--- config.mk ---
export PLATFORM = sky130hd
export DESIGN_NAME = ipv4_tx_header_builder
export DESIGN_NICKNAME = d
export VERILOG_FILES = /design/src/sv/ihb_pkg.sv /design/src/sv/ipv4_tx_header_builder.sv
export SDC_FILE = /design/constraint.sdc
export NUM_CORES = 1
export LEC_CHECK = 0
export BUFFER_PORTS_ARGS = -buffer_cell sky130_fd_sc_hd__buf_4
export CORE_MARGIN = 5
export CORE_UTILIZATION = 56
export CTS_BUF_LIST = sky130_fd_sc_hd__clkbuf_4 sky130_fd_sc_hd__clkbuf_8
export DETAILED_ROUTE_END_ITERATION = 10
export GPL_TIMING_DRIVEN = 0
export HOLD_SLACK_MARGIN = 0.05
export PLACE_DENSITY = 0.78
export SLEW_MARGIN = 20
export SYNTH_ARGS = -nofsm -noshare
export SYNTH_HDL_FRONTEND = slang
export SYNTH_SLANG_ARGS = --single-unit
--- constraint.sdc ---
create_clock -name clk -period 7.9 [get_ports clk]
set_clock_uncertainty 0.15 [all_clocks]
set_input_delay 1.185 -clock clk [delete_from_list [all_inputs] [get_ports clk]]
set_output_delay 1.185 -clock clk [all_outputs]
set_load 0.02 [all_outputs]
--- src/sv/ihb_pkg.sv ---
// ----------------------------------------------------------------------------
// ihb_pkg
// Constants and register indexes for the IPv4 transmit header builder.
// ----------------------------------------------------------------------------
package ihb_pkg;

	localparam int unsigned ADDR_W   = 32;
	localparam int unsigned HALF_W   = 16;
	localparam int unsigned WORD_W   = 32;
	localparam int unsigned WNUM_W   = 3;
	localparam int unsigned CFG_IDX_W = 2;

	typedef enum logic [CFG_IDX_W-1:0] {
		REG_LOCAL_ADDRESS   = 2'd0,
		REG_SUBNET_MASK     = 2'd1,
		REG_GATEWAY_ADDRESS = 2'd2,
		REG_UNUSED          = 2'd3
	} cfg_reg_t;

	typedef enum logic [WNUM_W-1:0] {
		WORD_LEN   = 3'd0,
		WORD_ID    = 3'd1,
		WORD_CSUM  = 3'd2,
		WORD_SRC   = 3'd3,
		WORD_DST   = 3'd4
	} word_num_t;

	localparam logic [7:0]        VER_IHL    = 8'h45;
	localparam logic [7:0]        TOS        = 8'h00;
	localparam logic [HALF_W-1:0] IDENT      = 16'h0001;
	localparam logic [HALF_W-1:0] FLAGS_FRAG = 16'h4000;
	localparam logic [7:0]        TTL        = 8'h40;
	localparam logic [HALF_W-1:0] HDR_BYTES  = 16'd20;

	// Sum of the halfwords that never change: 0x4500 + 0x0001 + 0x4000 + 0x4000
	localparam logic [HALF_W:0]   FIXED_SUM  = {1'b0, VER_IHL, TOS} + {1'b0, IDENT}
		+ {1'b0, FLAGS_FRAG} + {1'b0, TTL, 8'h00};

	typedef struct packed {
		logic [ADDR_W-1:0] dest;
		logic [7:0]        proto;
		logic [HALF_W-1:0] totlen;
		logic              wrapped;
		logic [ADDR_W-1:0] hop;
	} hdr_ctx_t;

endpackage

--- src/sv/ipv4_tx_header_builder.sv ---
// ----------------------------------------------------------------------------
// ipv4_tx_header_builder
// Builds the 20-byte IPv4 header for one send request and sends it as five
// 32-bit words, with the next hop and a length wrap flag on every word.
// ----------------------------------------------------------------------------
// A request enters a three-stage pipeline (length and partial sums with the
// subnet test, full sum and first fold, final fold and complement) and then
// an output register that sends words 0 to 4 on successive accepted cycles.
// A request passes through stages 1, 2 and 3 and then into the output register
// before its first word is valid. The output channel moves one word per cycle
// while out_ready is high; the next request is accepted and processed while
// the current header is still being sent. Configuration writes take effect
// at once and are meant to happen only while the block is idle; a write to
// the unused register index is ignored.
module ipv4_tx_header_builder
	import ihb_pkg::*;
(
	input  logic                 clk,
	input  logic                 arst_n,

	input  logic                 cfg_valid,
	output logic                 cfg_ready,
	input  logic [CFG_IDX_W-1:0] cfg_index,
	input  logic [ADDR_W-1:0]    cfg_data,

	input  logic                 in_valid,
	output logic                 in_ready,
	input  logic [ADDR_W-1:0]    dest_address,
	input  logic [7:0]           protocol_number,
	input  logic [HALF_W-1:0]    payload_length,

	output logic                 out_valid,
	input  logic                 out_ready,
	output logic [WORD_W-1:0]    header_word,
	output logic [WNUM_W-1:0]    word_number,
	output logic                 last_word,
	output logic [ADDR_W-1:0]    next_hop,
	output logic                 length_wrapped
);

	logic [ADDR_W-1:0] local_address_q;
	logic [ADDR_W-1:0] subnet_mask_q;
	logic [ADDR_W-1:0] gateway_address_q;

	logic              v_s1, v_s2, v_s3;
	hdr_ctx_t          ctx_s1, ctx_s2, ctx_s3;
	logic [HALF_W+1:0] suma_s1;
	logic [HALF_W+1:0] sumb_s1;
	logic [HALF_W:0]   fold_s2;
	logic [HALF_W-1:0] csum_s3;

	logic              ov_q;
	hdr_ctx_t          ctx_q;
	logic [HALF_W-1:0] csum_q;
	logic [WNUM_W-1:0] cnt_q;

	logic              r1, r2, r3;
	logic              adv2, adv3;
	logic              last_q;
	logic              out_take;

	logic [HALF_W:0]   full_len;
	logic [HALF_W+2:0] sum_total;
	logic [HALF_W-1:0] fold_final;

	assign cfg_ready = 1'b1;

	always_ff @(posedge clk or negedge arst_n) begin
		if (!arst_n) begin
			local_address_q   <= '0;
			subnet_mask_q     <= '0;
			gateway_address_q <= '0;
		end else if (cfg_valid && cfg_ready) begin
			unique case (cfg_reg_t'(cfg_index))
				REG_LOCAL_ADDRESS:   local_address_q   <= cfg_data;
				REG_SUBNET_MASK:     subnet_mask_q     <= cfg_data;
				REG_GATEWAY_ADDRESS: gateway_address_q <= cfg_data;
				default: ;
			endcase
		end
	end

	assign last_q   = (cnt_q == WORD_DST);
	assign out_take = ov_q && out_ready;
	assign adv3     = v_s3 && (!ov_q || (out_ready && last_q));
	assign r3       = !v_s3 || adv3;
	assign adv2     = v_s2 && r3;
	assign r2       = !v_s2 || r3;
	assign r1       = !v_s1 || r2;
	assign in_ready = r1;

	assign full_len   = {1'b0, payload_length} + {1'b0, HDR_BYTES};
	assign sum_total  = {1'b0, suma_s1} + {1'b0, sumb_s1};
	assign fold_final = fold_s2[HALF_W-1:0] + {{(HALF_W-1){1'b0}}, fold_s2[HALF_W]};

	always_ff @(posedge clk or negedge arst_n) begin
		if (!arst_n) begin
			v_s1 <= 1'b0;
			v_s2 <= 1'b0;
			v_s3 <= 1'b0;
			ov_q <= 1'b0;
			cnt_q <= WORD_LEN;
		end else begin
			if (r1)
				v_s1 <= in_valid;
			if (r2)
				v_s2 <= v_s1;
			if (r3)
				v_s3 <= v_s2;
			if (adv3) begin
				ov_q  <= 1'b1;
				cnt_q <= WORD_LEN;
			end else if (out_take) begin
				if (last_q) begin
					ov_q  <= 1'b0;
					cnt_q <= WORD_LEN;
				end else begin
					cnt_q <= cnt_q + 3'd1;
				end
			end
		end
	end

	always_ff @(posedge clk) begin
		if (r1 && in_valid) begin
			ctx_s1.dest    <= dest_address;
			ctx_s1.proto   <= protocol_number;
			ctx_s1.totlen  <= full_len[HALF_W-1:0];
			ctx_s1.wrapped <= full_len[HALF_W];
			ctx_s1.hop     <= ((dest_address & subnet_mask_q) !=
				(local_address_q & subnet_mask_q)) ? gateway_address_q : dest_address;
			suma_s1 <= {1'b0, FIXED_SUM} + {2'b00, 8'h00, protocol_number}
				+ {2'b00, full_len[HALF_W-1:0]};
			sumb_s1 <= {2'b00, local_address_q[31:16]} + {2'b00, local_address_q[15:0]}
				+ {2'b00, dest_address[31:16]} + {2'b00, dest_address[15:0]};
		end
		if (r2 && v_s1) begin
			ctx_s2  <= ctx_s1;
			fold_s2 <= {1'b0, sum_total[HALF_W-1:0]} + {14'd0, sum_total[HALF_W+2:HALF_W]};
		end
		if (adv2) begin
			ctx_s3  <= ctx_s2;
			csum_s3 <= ~fold_final;
		end
		if (adv3) begin
			ctx_q  <= ctx_s3;
			csum_q <= csum_s3;
		end
	end

	always_comb begin
		unique case (word_num_t'(cnt_q))
			WORD_LEN:  header_word = {VER_IHL, TOS, ctx_q.totlen};
			WORD_ID:   header_word = {IDENT, FLAGS_FRAG};
			WORD_CSUM: header_word = {TTL, ctx_q.proto, csum_q};
			WORD_SRC:  header_word = local_address_q;
			WORD_DST:  header_word = ctx_q.dest;
			default:   header_word = '0;
		endcase
	end

	assign out_valid      = ov_q;
	assign word_number    = cnt_q;
	assign last_word      = last_q;
	assign next_hop       = ctx_q.hop;
	assign length_wrapped = ctx_q.wrapped;

endmodule
==> results.json, run 1 <==
{
  "seq_area_frac_synth": 0.702,
  "critPathKind": "reg -> out",
  "p_sw_mw": 3.04,
  "p_int_mw": 6.45,
  "slew_headroom": 0.306,
  "cts.sinks": 543,
  "whs_ns": 0.259,
  "ys_types": 67,
  "drive_above_1_share": 0.293,
  "io_pins": 167,
  "min_period_over_period": 0.668,
  "htreeDepth": 3,
  "cp-end-kind": "output port",
  "p_leak_nw": 10.2,
  "syn_nets": 1567,
  "outcome": "complete, no violations",
  "cp_data_required_time_ns": 6.57,
  "path_delay_family": "buffers and inverters",
  "grt_pass1_vias": 12902,
  "tightest_slew_ns": 1.04,
  "dieArea_um2": 44300,
  "setup_viol": 0,
  "grt-ovfl-total": 0,
  "path_max_fanout": 10,
  "slowest_stage": "a222oi_1",
  "regArea_um2": 15800,
  "share_comb_of_total_power": 0.305,
  "power_frac_seq": 0.442,
  "diodes": 0,
  "num-nets-final": 1831,
  "grtUsageTotal": 0.228,
  "max_stage_delay_ns": 0.82,
  "synth_area_leaders": "edfxtp_1 (59%), dfrtp_1 (11%), mux2_2 (6.5%)",
  "holdBufCountCts": 0,
  "rsz0062_at_grt": "false",
  "area_growth_pct": 17.8,
  "synth.ff_latch_count": 543,
  "fp-row-count": 73,
  "ir_drop_v": 0.000169,
  "placed_area_um2": 24800,
  "grt_max_degree": 104,
  "ant_nets": 0,
  "vias_per_cell": 5.56,
  "synth_ff_type": "edfxtp_1",
  "yosysTopAreaCell": "edfxtp_1",
  "antenna_found_initial": 0,
  "hold_path.class": "reg -> reg",
  "multi_input_area_um2": 5960,
  "switching_share": 0.320,
  "coreArea_um2": 39700,
  "synthDominantCellAreaShare": 0.587,
  "powerDensity_nw_per_um2": 358,
  "port_buffers": 165,
  "die_w_um": 210,
  "hold_viol": 0,
  "post_cts_buffers": 0,
  "r2r_slack_ns": 2.77,
  "die_y_um": 210,
  "cap_violations": 0,
  "cp.arrival_ns": 3.94,
  "firstDrtPassIters": 6,
  "wl_per_cell_um": 22.3,
  "worst-path-buf-inv": 5,
  "post_cts_resized": 0,
  "fin_tns_setup_ns": 0,
  "postRouteWirelength_mm": 49.9,
  "fin_crit_ns": 5.28,
  "dp_hpwl_mm": 36.4,
  "avgSynthCellArea_um2": 16.3,
  "final_max_slew_viol_count": 0,
  "max_freq_ghz": 0.190,
  "cts_buffers": 83,
  "synth-edff-count": 440,
  "drc": 0,
  "gp_congestion": 0.914,
  "syn_inst": 1384,
  "ys_warn_count": 0,
  "root_buffer": "clkbuf_8",
  "worstPathCellList": "clkbuf_1, inv_1, ha_1, clkbuf_1, a222oi_1, inv_1, buf_4",
  "dr.first_iter.drc_count": 1006,
  "initial_utilization": 0.566,
  "p_clk_frac": 0.253,
  "synth_area_um2": 22500,
  "async_flop_share": 0.190,
  "clk_pin_slew_ns": 0.07,
  "fin_area_um2": 26500,
  "fillers": 2704,
  "insertion_delay_ns": 0.63,
  "worst_setup_path_start_kind": "flip-flop",
  "cts_tree": "yes",
  "cts_max_path_buffers": 3,
  "grt_pass1_wl_mm": 75.8,
  "vias": 12427
}
==> Yosys cell counts (8+ instances only) <==
| cell | count |
|---|---|
| nor3_1 | 12 |
| a222oi_1 | 23 |
| fa_1 | 35 |
| nor2_1 | 28 |
| a22oi_1 | 16 |
| xor2_1 | 66 |
| dfrtp_1 | 103 |
| nand2b_1 | 9 |
| a21o_1 | 12 |
| mux2_2 | 129 |
| o21ai_0 | 30 |
| nand3_1 | 19 |
| nand2_1 | 49 |
| inv_1 | 106 |
| a21oi_1 | 28 |
| clkbuf_1 | 21 |
| edfxtp_1 | 440 |
| buf_4 | 34 |
| a31oi_1 | 8 |
| nand4_1 | 15 |
| ha_1 | 53 |
| xnor2_1 | 44 |
| nor2b_1 | 9 |
==> layout make-up <==
type,count,share of cell area
Clock buffer,120,0.0554
Tap cell,525,0.0248
Multi-Input combinational cell,671,0.225
Timing Repair Buffer,179,0.0598
Buffer,64,0.0147
Inverter,106,0.0150
Clock inverter,29,0.0103
Sequential cell,543,0.595
==> cells by family (layout without fill, tap and decap cells) <==
| family | count (synthesis) | after routing | share of synthesized area |
|---|---|---|---|
| AOI/OAI and AO/OA | 160 | 160 | 0.0504 |
| xor gates and xnor gates | 110 | 110 | 0.0428 |
| adders and majority gates | 88 | 88 | 0.0606 |
| buffers and inverters | 170 | 498 | 0.0350 |
| DFF | 543 | 543 | 0.702 |
| muxes | 132 | 132 | 0.0659 |
| other | 1 | 1 | 0.000167 |
| and+or+nand+nor | 180 | 180 | 0.0436 |
==> cells in the final DEF (no fill, tap or decap), types with 6 or more instances in the layout <==
cell type,instances
a222oi_1,23
mux2_2,129
a31oi_1,7
nand2_1,49
clkbuf_8,91
a22o_1,6
clkbuf_4,29
o21a_1,6
buf_16,9
dfrtp_1,103
nand3_1,19
nor3_1,12
nand4_1,15
buf_4,198
a22oi_1,16
nor2_1,28
o21ai_0,30
xnor2_1,44
inv_1,106
a21oi_1,28
nor2b_1,8
clkinv_1,14
a21o_1,12
fa_1,35
ha_1,53
clkbuf_1,21
xor2_1,66
edfxtp_1,440
nand2b_1,9
==> metal layers <==
layer	part of all wire	GRT usage
met1	0.41	0.307
met2	0.50	0.381
met3	0.063	0.0424
met4	0.024	0.0724
met5	0	0
==> registers in the layout, summed over array words and instances (netlist names) <==
| register | count |
|---|---|
| csum_q | 16 |
| csum_s3 | 16 |
| ctx_q | 56 |
| ctx_s1 | 89 |
| ctx_s2 | 89 |
| ctx_s3 | 89 |
| fold_s2 | 17 |
| gateway_address_q | 32 |
| length_wrapped | 1 |
| local_address_q | 32 |
| next_hop | 32 |
| out_valid | 1 |
| subnet_mask_q | 32 |
| suma_s1 | 17 |
| sumb_s1 | 18 |
| v_s1 | 1 |
| v_s2 | 1 |
| v_s3 | 1 |
| word_number | 3 |
==> power groups by stage <==
stage	clock [mW]	sequential, mW	combinational [mW]
after CTS	2.45	4.19	2.90
final	2.40	4.19	2.89
after global placement	0	4.36	2.67
after floorplan	0	4.24	1.80
after global routing	2.61	4.24	3.13
after detailed placement	0	4.25	2.87
==> final timing paths <==
path	startpoint	cells after the start	end
min reg2reg	csum_s3[5]	0	csum_q[5]
max reg2reg	suma_s1[0]	20	fold_s2[14]
max	word_number[2]	7	header_word[22]
min in group asynchronous	arst_n	1	word_number[0]
max in group asynchronous	arst_n	1	local_address_q[22]
min	csum_s3[5]	0	csum_q[5]
==> stage by stage <==
stage	cells	setup WS (ns)	utilization	power [mW]
3_3_place_gp	2074	-2.94	0.614	7.02
2_1_floorplan	1384	0.316	-	6.03
5_1_grt	2237	2.42	0.667	9.98
4_1_cts	2237	2.70	0.667	9.55
3_5_place_dp	2088	2.75	0.624	7.12
6_report	2237	2.62	0.667	9.49
Note: power is estimated with default switching activity, not from simulation.
==> inputs of run 2 (changes only) <==
--- a/config.mk
+++ b/config.mk
@@ -7,12 +7,12 @@
 export LEC_CHECK = 0
 export BUFFER_PORTS_ARGS = -buffer_cell sky130_fd_sc_hd__buf_4
 export CORE_MARGIN = 5
-export CORE_UTILIZATION = 56
+export CORE_UTILIZATION = 62
 export CTS_BUF_LIST = sky130_fd_sc_hd__clkbuf_4 sky130_fd_sc_hd__clkbuf_8
 export DETAILED_ROUTE_END_ITERATION = 10
 export GPL_TIMING_DRIVEN = 0
 export HOLD_SLACK_MARGIN = 0.05
-export PLACE_DENSITY = 0.78
+export PLACE_DENSITY = 0.82
 export SLEW_MARGIN = 20
 export SYNTH_ARGS = -nofsm -noshare
 export SYNTH_HDL_FRONTEND = slang
==> constraint.sdc (replaced) <==
create_clock -name clk -period 5.1 [get_ports clk]
set_clock_uncertainty 0.15 [all_clocks]
set_input_delay 0.765 -clock clk [delete_from_list [all_inputs] [get_ports clk]]
set_output_delay 0.765 -clock clk [all_outputs]
set_load 0.02 [all_outputs]
==> run 2 against run 1 <==
Effect of this change: sequential share of layout area increased by 0.27 points; die area decreased by 9.2%; routed wire length decreased by 2.0%; critical path depth increased by 13; first-iteration DRC count decreased by 13%; sequential power increased by 55%; non-clock buffer count increased by 1.
==> results.json, run 2 (synthesized netlist as in run 1, its figures left out) <==
{
  "outcome": "complete, no violations",
  "cp_data_required_time_ns": 5.31,
  "gp_congestion": 0.901,
  "drc": 0,
  "r2r_cells": 20,
  "wl_per_cell_um": 22.5,
  "io_pins": 167,
  "grt-ovfl-total": 0,
  "max_stage_delay_ns": 0.44,
  "critPathCapture": "fold_s2[14]",
  "area_growth_pct": 17.3,
  "placed_area_um2": 24700,
  "num-nets-final": 1832,
  "fin_area_um2": 26400,
  "powerDensity_nw_per_um2": 550,
  "worst_setup_path_start_kind": "flip-flop",
  "cp_common_cell": "a21oi_1",
  "power.total_mw": 14.5,
  "coreArea_um2": 35700,
  "final_max_slew_viol_count": 0,
  "root_buffer": "clkbuf_8",
  "firstDrtPassIters": 6,
  "vias": 12469,
  "critical_path.reg2reg.endpoint": "fold_s2[14]",
  "worst-path-buf-inv": 1,
  "hold_path.class": "in -> reg",
  "cts_buffers": 83,
  "setup_viol": 0,
  "grt_pass1_vias": 12900,
  "grtUsageTotal": 0.244,
  "largestRegisters": "ctx_s1: 89 flops, ctx_s2: 89 flops, ctx_s3: 89 flops",
  "grt_pass1_wl_mm": 74.5,
  "hold_viol": 0,
  "insertion_delay_ns": 0.63,
  "vias_per_cell": 5.73,
  "fp-row-count": 69,
  "path_delay_family": "simple AND/OR/NAND/NOR gates",
  "cts.sinks": 543,
  "slew_headroom": 0.385,
  "slowest_stage": "or4_4",
  "critPathKind": "reg -> reg",
  "ant_nets": 0,
  "max_freq_ghz": 0.205,
  "r2r_slack_ns": 0.22,
  "layout_commonest_cell": "edfxtp_1",
  "antenna_found_initial": 0,
  "grtUsageMet1": 0.332,
  "tightest_slew_ns": 0.923,
  "cp-end-kind": "flip-flop",
  "min_period_over_period": 0.957,
  "grt_use_met2": 0.401,
  "cap_violations": 0,
  "cp.arrival_ns": 5.09,
  "dp_hpwl_mm": 35.8,
  "grt_max_degree": 104,
  "utilization": 0.739,
  "die_w_um": 201,
  "cts_max_path_buffers": 3,
  "ir_drop_v": 0.000268,
  "met3_usage": 0.0496,
  "p_leak_nw": 10.2,
  "postRouteWirelength_mm": 48.9,
  "htreeDepth": 3,
  "die_y_um": 201,
  "worstSetupPathDepth": 20,
  "initial_utilization": 0.630,
  "worstSetupStartpoint": "suma_s1[0]",
  "clk_pin_slew_ns": 0.06,
  "fin_crit_ns": 4.88,
  "cts_tree": "yes",
  "grt-busiest-layer": "met2",
  "dr.first_iter.drc_count": 875,
  "dieArea_um2": 40200,
  "diodes": 0,
  "reg2reg_from": "suma_s1[0]",
  "path_max_fanout": 4,
  "worstPathCellList": "ha_1, inv_1, fa_2, nor2b_4, o2111ai_1, and3_4, o31ai_4, a21oi_1, o211ai_1, a21oi_1, xnor2_2, ha_2, fa_1, a21oi_1, nand2b_1, or4_4, nand3b_4, and4bb_1, nand4_2, xor2_1",
  "port_buffers": 165,
  "final_cell_mix": "edfxtp_1 (440), buf_4 (198), mux2_2 (129)",
  "drive_above_1_share": 0.296
}
==> run 2: worst register-to-register path: stages, from the launching register on <==
cell       delay (ns)
edfxtp_1         0.34
ha_1             0.20
inv_1            0.07
fa_2             0.37
nor2b_4          0.13
o2111ai_1        0.19
and3_4           0.24
o31ai_4          0.26
a21oi_1          0.12
o211ai_1         0.21
a21oi_1          0.15
xnor2_2          0.28
ha_2             0.24
fa_1             0.20
a21oi_1          0.09
nand2b_1         0.15
or4_4            0.44
nand3b_4         0.19
and4bb_1         0.34
nand4_2          0.11
xor2_1           0.17
==> run 2: worst min path at each step <==
| stage | start | end | slack (ns) | depth (start not counted) |
|---|---|---|---|---|
| 3_5_place_dp | csum_s3[0] | csum_q[0] | 0.25 | 0 |
| 2_1_floorplan | csum_s3[0] | csum_q[0] | 0.25 | 0 |
| 5_1_grt | protocol_number[6] | ctx_s1[55] | 0.15 | 1 |
| 4_1_cts | arst_n | gateway_address_q[18] | 0.11 | 1 |
| 3_3_place_gp | ctx_s1[5] | ctx_s2[5] | 0.25 | 0 |
| 6_report | protocol_number[6] | ctx_s1[55] | 0.18 | 1 |
==> run 2: power by group <==
part	internal (mW)	total [mW]	switching (mW)
combinational	1.77	4.49	2.72
clock	1.93	3.53	1.60
sequential	6.11	6.50	0.389
==> run 2: layout make-up <==
cell class,count,area [µm²]
Tap cell,461,577
Clock buffer,117,1400
Fill cell,2190,9340
Buffer,64,389
Inverter,106,398
Clock inverter,34,240
Sequential cell,543,15800
Timing Repair Buffer,180,1600
Multi-Input combinational cell,671,6000
==> run 2: per-layer routing <==
metal	vias to the layer above	part of all wire
li1	5656	-
met1	6239	0.41
met2	489	0.49
met3	85	0.074
met4	0	0.028
met5	-	0
==> run 2: metrics by stage <==
stage / instances / setup TNS (ns) / hold slack [ns] / setup WS (ns)
after floorplan: 1384 / 0 / 0.250 / 0.266
final: 2176 / 0 / 0.178 / 0.220
after CTS: 2174 / 0 / 0.112 / 0.0311
after detailed placement: 2023 / -0.0887 / 0.255 / -0.0773
after global placement: 2010 / -234.87 / 0.250 / -1.20
after global routing: 2176 / -0.0231 / 0.151 / -0.0231
==> run 2: repair_timing <==
action	4_1_cts	5_1_grt
hold buffers	0	1
endpoints found under the hold margin	0	23
setup buffers	0	0
resized for setup	1	8
setup endpoints to repair	2	4
pin swaps	0	2
==> inputs of run 3 (changes only) <==
--- a/config.mk
+++ b/config.mk
@@ -7,12 +7,12 @@
 export LEC_CHECK = 0
 export BUFFER_PORTS_ARGS = -buffer_cell sky130_fd_sc_hd__buf_4
 export CORE_MARGIN = 5
-export CORE_UTILIZATION = 62
-export CTS_BUF_LIST = sky130_fd_sc_hd__clkbuf_4 sky130_fd_sc_hd__clkbuf_8
+export CORE_UTILIZATION = 60
+export CTS_BUF_LIST = sky130_fd_sc_hd__clkbuf_8 sky130_fd_sc_hd__clkbuf_16
 export DETAILED_ROUTE_END_ITERATION = 10
 export GPL_TIMING_DRIVEN = 0
 export HOLD_SLACK_MARGIN = 0.05
-export PLACE_DENSITY = 0.82
+export PLACE_DENSITY = 0.8
 export SLEW_MARGIN = 20
 export SYNTH_ARGS = -nofsm -noshare
 export SYNTH_HDL_FRONTEND = slang
==> run 3 against run 2 <==
Effect of this change: maximum frequency up 0.11%; largest cell class unchanged; critical endpoint unchanged; worst setup slack better by 0.0052 ns; largest power group unchanged; register-to-register slack about the same; utilization fell by 3.0 points; routed wire length fell by 0.88%; non-clock buffer count is 2 lower.
==> results.json, run 3 (synthesized netlist as in run 1, its figures left out) <==
{
  "outcome": "complete, no violations",
  "postRouteWirelength_mm": 48.5,
  "die_w_um": 204,
  "slew_headroom": 0.340,
  "root_buffer": "clkbuf_16",
  "initial_utilization": 0.603,
  "final_max_slew_viol_count": 0,
  "critPathKind": "reg -> reg",
  "num-nets-final": 1799,
  "final_cell_mix": "edfxtp_1 (440), buf_4 (199), mux2_2 (129)",
  "fin_crit_ns": 4.88,
  "cts_tree": "yes",
  "fp-row-count": 71,
  "firstDrtPassIters": 7,
  "cts_buffers": 52,
  "max_freq_ghz": 0.205,
  "coreArea_um2": 37300,
  "ir_drop_v": 0.000248,
  "worst_setup_path_start_kind": "flip-flop",
  "grt_pass1_wl_mm": 74.4,
  "vias": 12337,
  "die_y_um": 204,
  "drive_above_1_share": 0.274,
  "p_leak_nw": 10.2,
  "largestRegisters": "ctx_s1: 89 flops, ctx_s2: 89 flops, ctx_s3: 89 flops",
  "grtUsageTotal": 0.237,
  "worst-path-buf-inv": 1,
  "p_int_mw": 10.1,
  "setup_ws_ns": 0.225,
  "insertion_delay_ns": 0.56,
  "grt_pass1_vias": 12665,
  "pre_cts_ws_ns": -0.0232,
  "cp_data_required_time_ns": 5.24,
  "r2r_cells": 20,
  "cp.arrival_ns": 5.02,
  "max_stage_delay_ns": 0.45,
  "hold_viol": 0,
  "slowest_stage": "or4_4",
  "io_pins": 167,
  "clk_pin_slew_ns": 0.06,
  "path_delay_family": "simple AND/OR/NAND/NOR gates",
  "dieArea_um2": 41500,
  "gp_congestion": 0.940,
  "path_max_fanout": 3,
  "tightest_slew_ns": 0.989,
  "worstPathCellList": "ha_1, inv_1, fa_2, nor2b_4, o2111ai_2, and3_4, o31ai_4, a21oi_1, o211ai_1, a21oi_1, xnor2_2, ha_2, fa_1, a21oi_1, nand2b_1, or4_4, nand3b_4, and4bb_1, nand4_2, xor2_1",
  "fin_tns_setup_ns": 0,
  "area_growth_pct": 17.4,
  "dp_hpwl_mm": 35.3,
  "cts.sinks": 543,
  "cp_common_cell": "a21oi_1",
  "cts_max_path_buffers": 3,
  "p_clk_frac": 0.254,
  "cp-end-kind": "flip-flop",
  "p_sw_mw": 4.70,
  "wl_per_cell_um": 22.7,
  "vias_per_cell": 5.79,
  "hold_path.class": "in -> async",
  "layout_commonest_cell": "edfxtp_1",
  "cap_violations": 0,
  "grt_max_degree": 104,
  "powerDensity_nw_per_um2": 559,
  "antenna_found_initial": 1,
  "power_frac_seq": 0.439,
  "diodes": 0,
  "port_buffers": 165,
  "dr.first_iter.drc_count": 1125,
  "worstSetupPathDepth": 20,
  "ant_nets": 0,
  "rsz0062_at_grt": "false",
  "setup_viol": 0,
  "grt-ovfl-total": 0,
  "min_period_over_period": 0.956,
  "share_comb_of_total_power": 0.307,
  "switching_share": 0.318,
  "fillers": 2355,
  "holdBufCountCts": 0,
  "drc": 0,
  "htreeDepth": 2
}
## run 3: final cells by class
cell class | instances | area, µm² | share of cell area
sequential | 543 | 15800 | 0.598
buffer | 64 | 389 | 0.0147
timing repair buffer | 178 | 1560 | 0.0590
inverter | 106 | 398 | 0.0151
clock buffer | 56 | 1370 | 0.0518
tap | 474 | 593 | 0.0224
clock inverter | 39 | 314 | 0.0119
multi-input combinational | 671 | 6010 | 0.228
## run 3: worst paths after layout
kind	startpoint	to	slack, ns
setup / recovery	suma_s1[0]	fold_s2[14]	0.22
hold / removal	arst_n	gateway_address_q[18]	0.16
setup reg to reg	suma_s1[0]	fold_s2[14]	0.22
hold reg to reg	ctx_s3[13]	next_hop[13]	0.26
max in group asynchronous	arst_n	subnet_mask_q[13]	3.94
min in group clk	payload_length[0]	ctx_s1[33]	0.25
## run 3: per-stage QoR
step                cell area [µm²]  instances  hold slack [ns]  power, mW  utilization
finish                        26400       2131            0.161       14.8        0.708
global route                  26400       2131            0.221       15.5        0.708
CTS                           26400       2130            0.204       14.8        0.707
detailed placement            24700       2035            0.255       11.0        0.661
global placement              24400       2023            0.250       10.7        0.653
floorplan                     22500       1384            0.250       9.28            -
## run 3: what timing repair did
item | 4_1_cts | 5_1_grt
pin swaps | 0 | 2
setup endpoints to repair | 3 | 4
gates resized for setup | 2 | 9
buffers inserted | 0 | 1
## run 3: power by group through the flow
stage | Clock, mW | Sequential [mW] | Combinational (mW)
after detailed placement | 0 | 6.57 | 4.41
after floorplan | 0 | 6.49 | 2.79
after global placement | 0 | 6.63 | 4.10
after CTS | 3.81 | 6.49 | 4.49
after global routing | 4.00 | 6.58 | 4.90
final | 3.75 | 6.49 | 4.54
## run 3: worst register-to-register path, delay by kind of cell, from the launching register on
family          cells  cell delay [ns]
xor+xnor            2             0.43
flops               1             0.34
compound gates      6             0.94
buf+inv             1             0.08
simple gates        7             1.61
fa+ha+maj           4             1.05
## run 3: layer usage
layer,wire (µm),share of wire,track usage,vias to the layer above
li1,-,-,-,5571
met1,19400,0.40,0.324,6192
met2,24400,0.50,0.406,473
met3,3190,0.066,0.0315,101
met4,1460,0.030,0.0684,0
met5,0,0,0,-
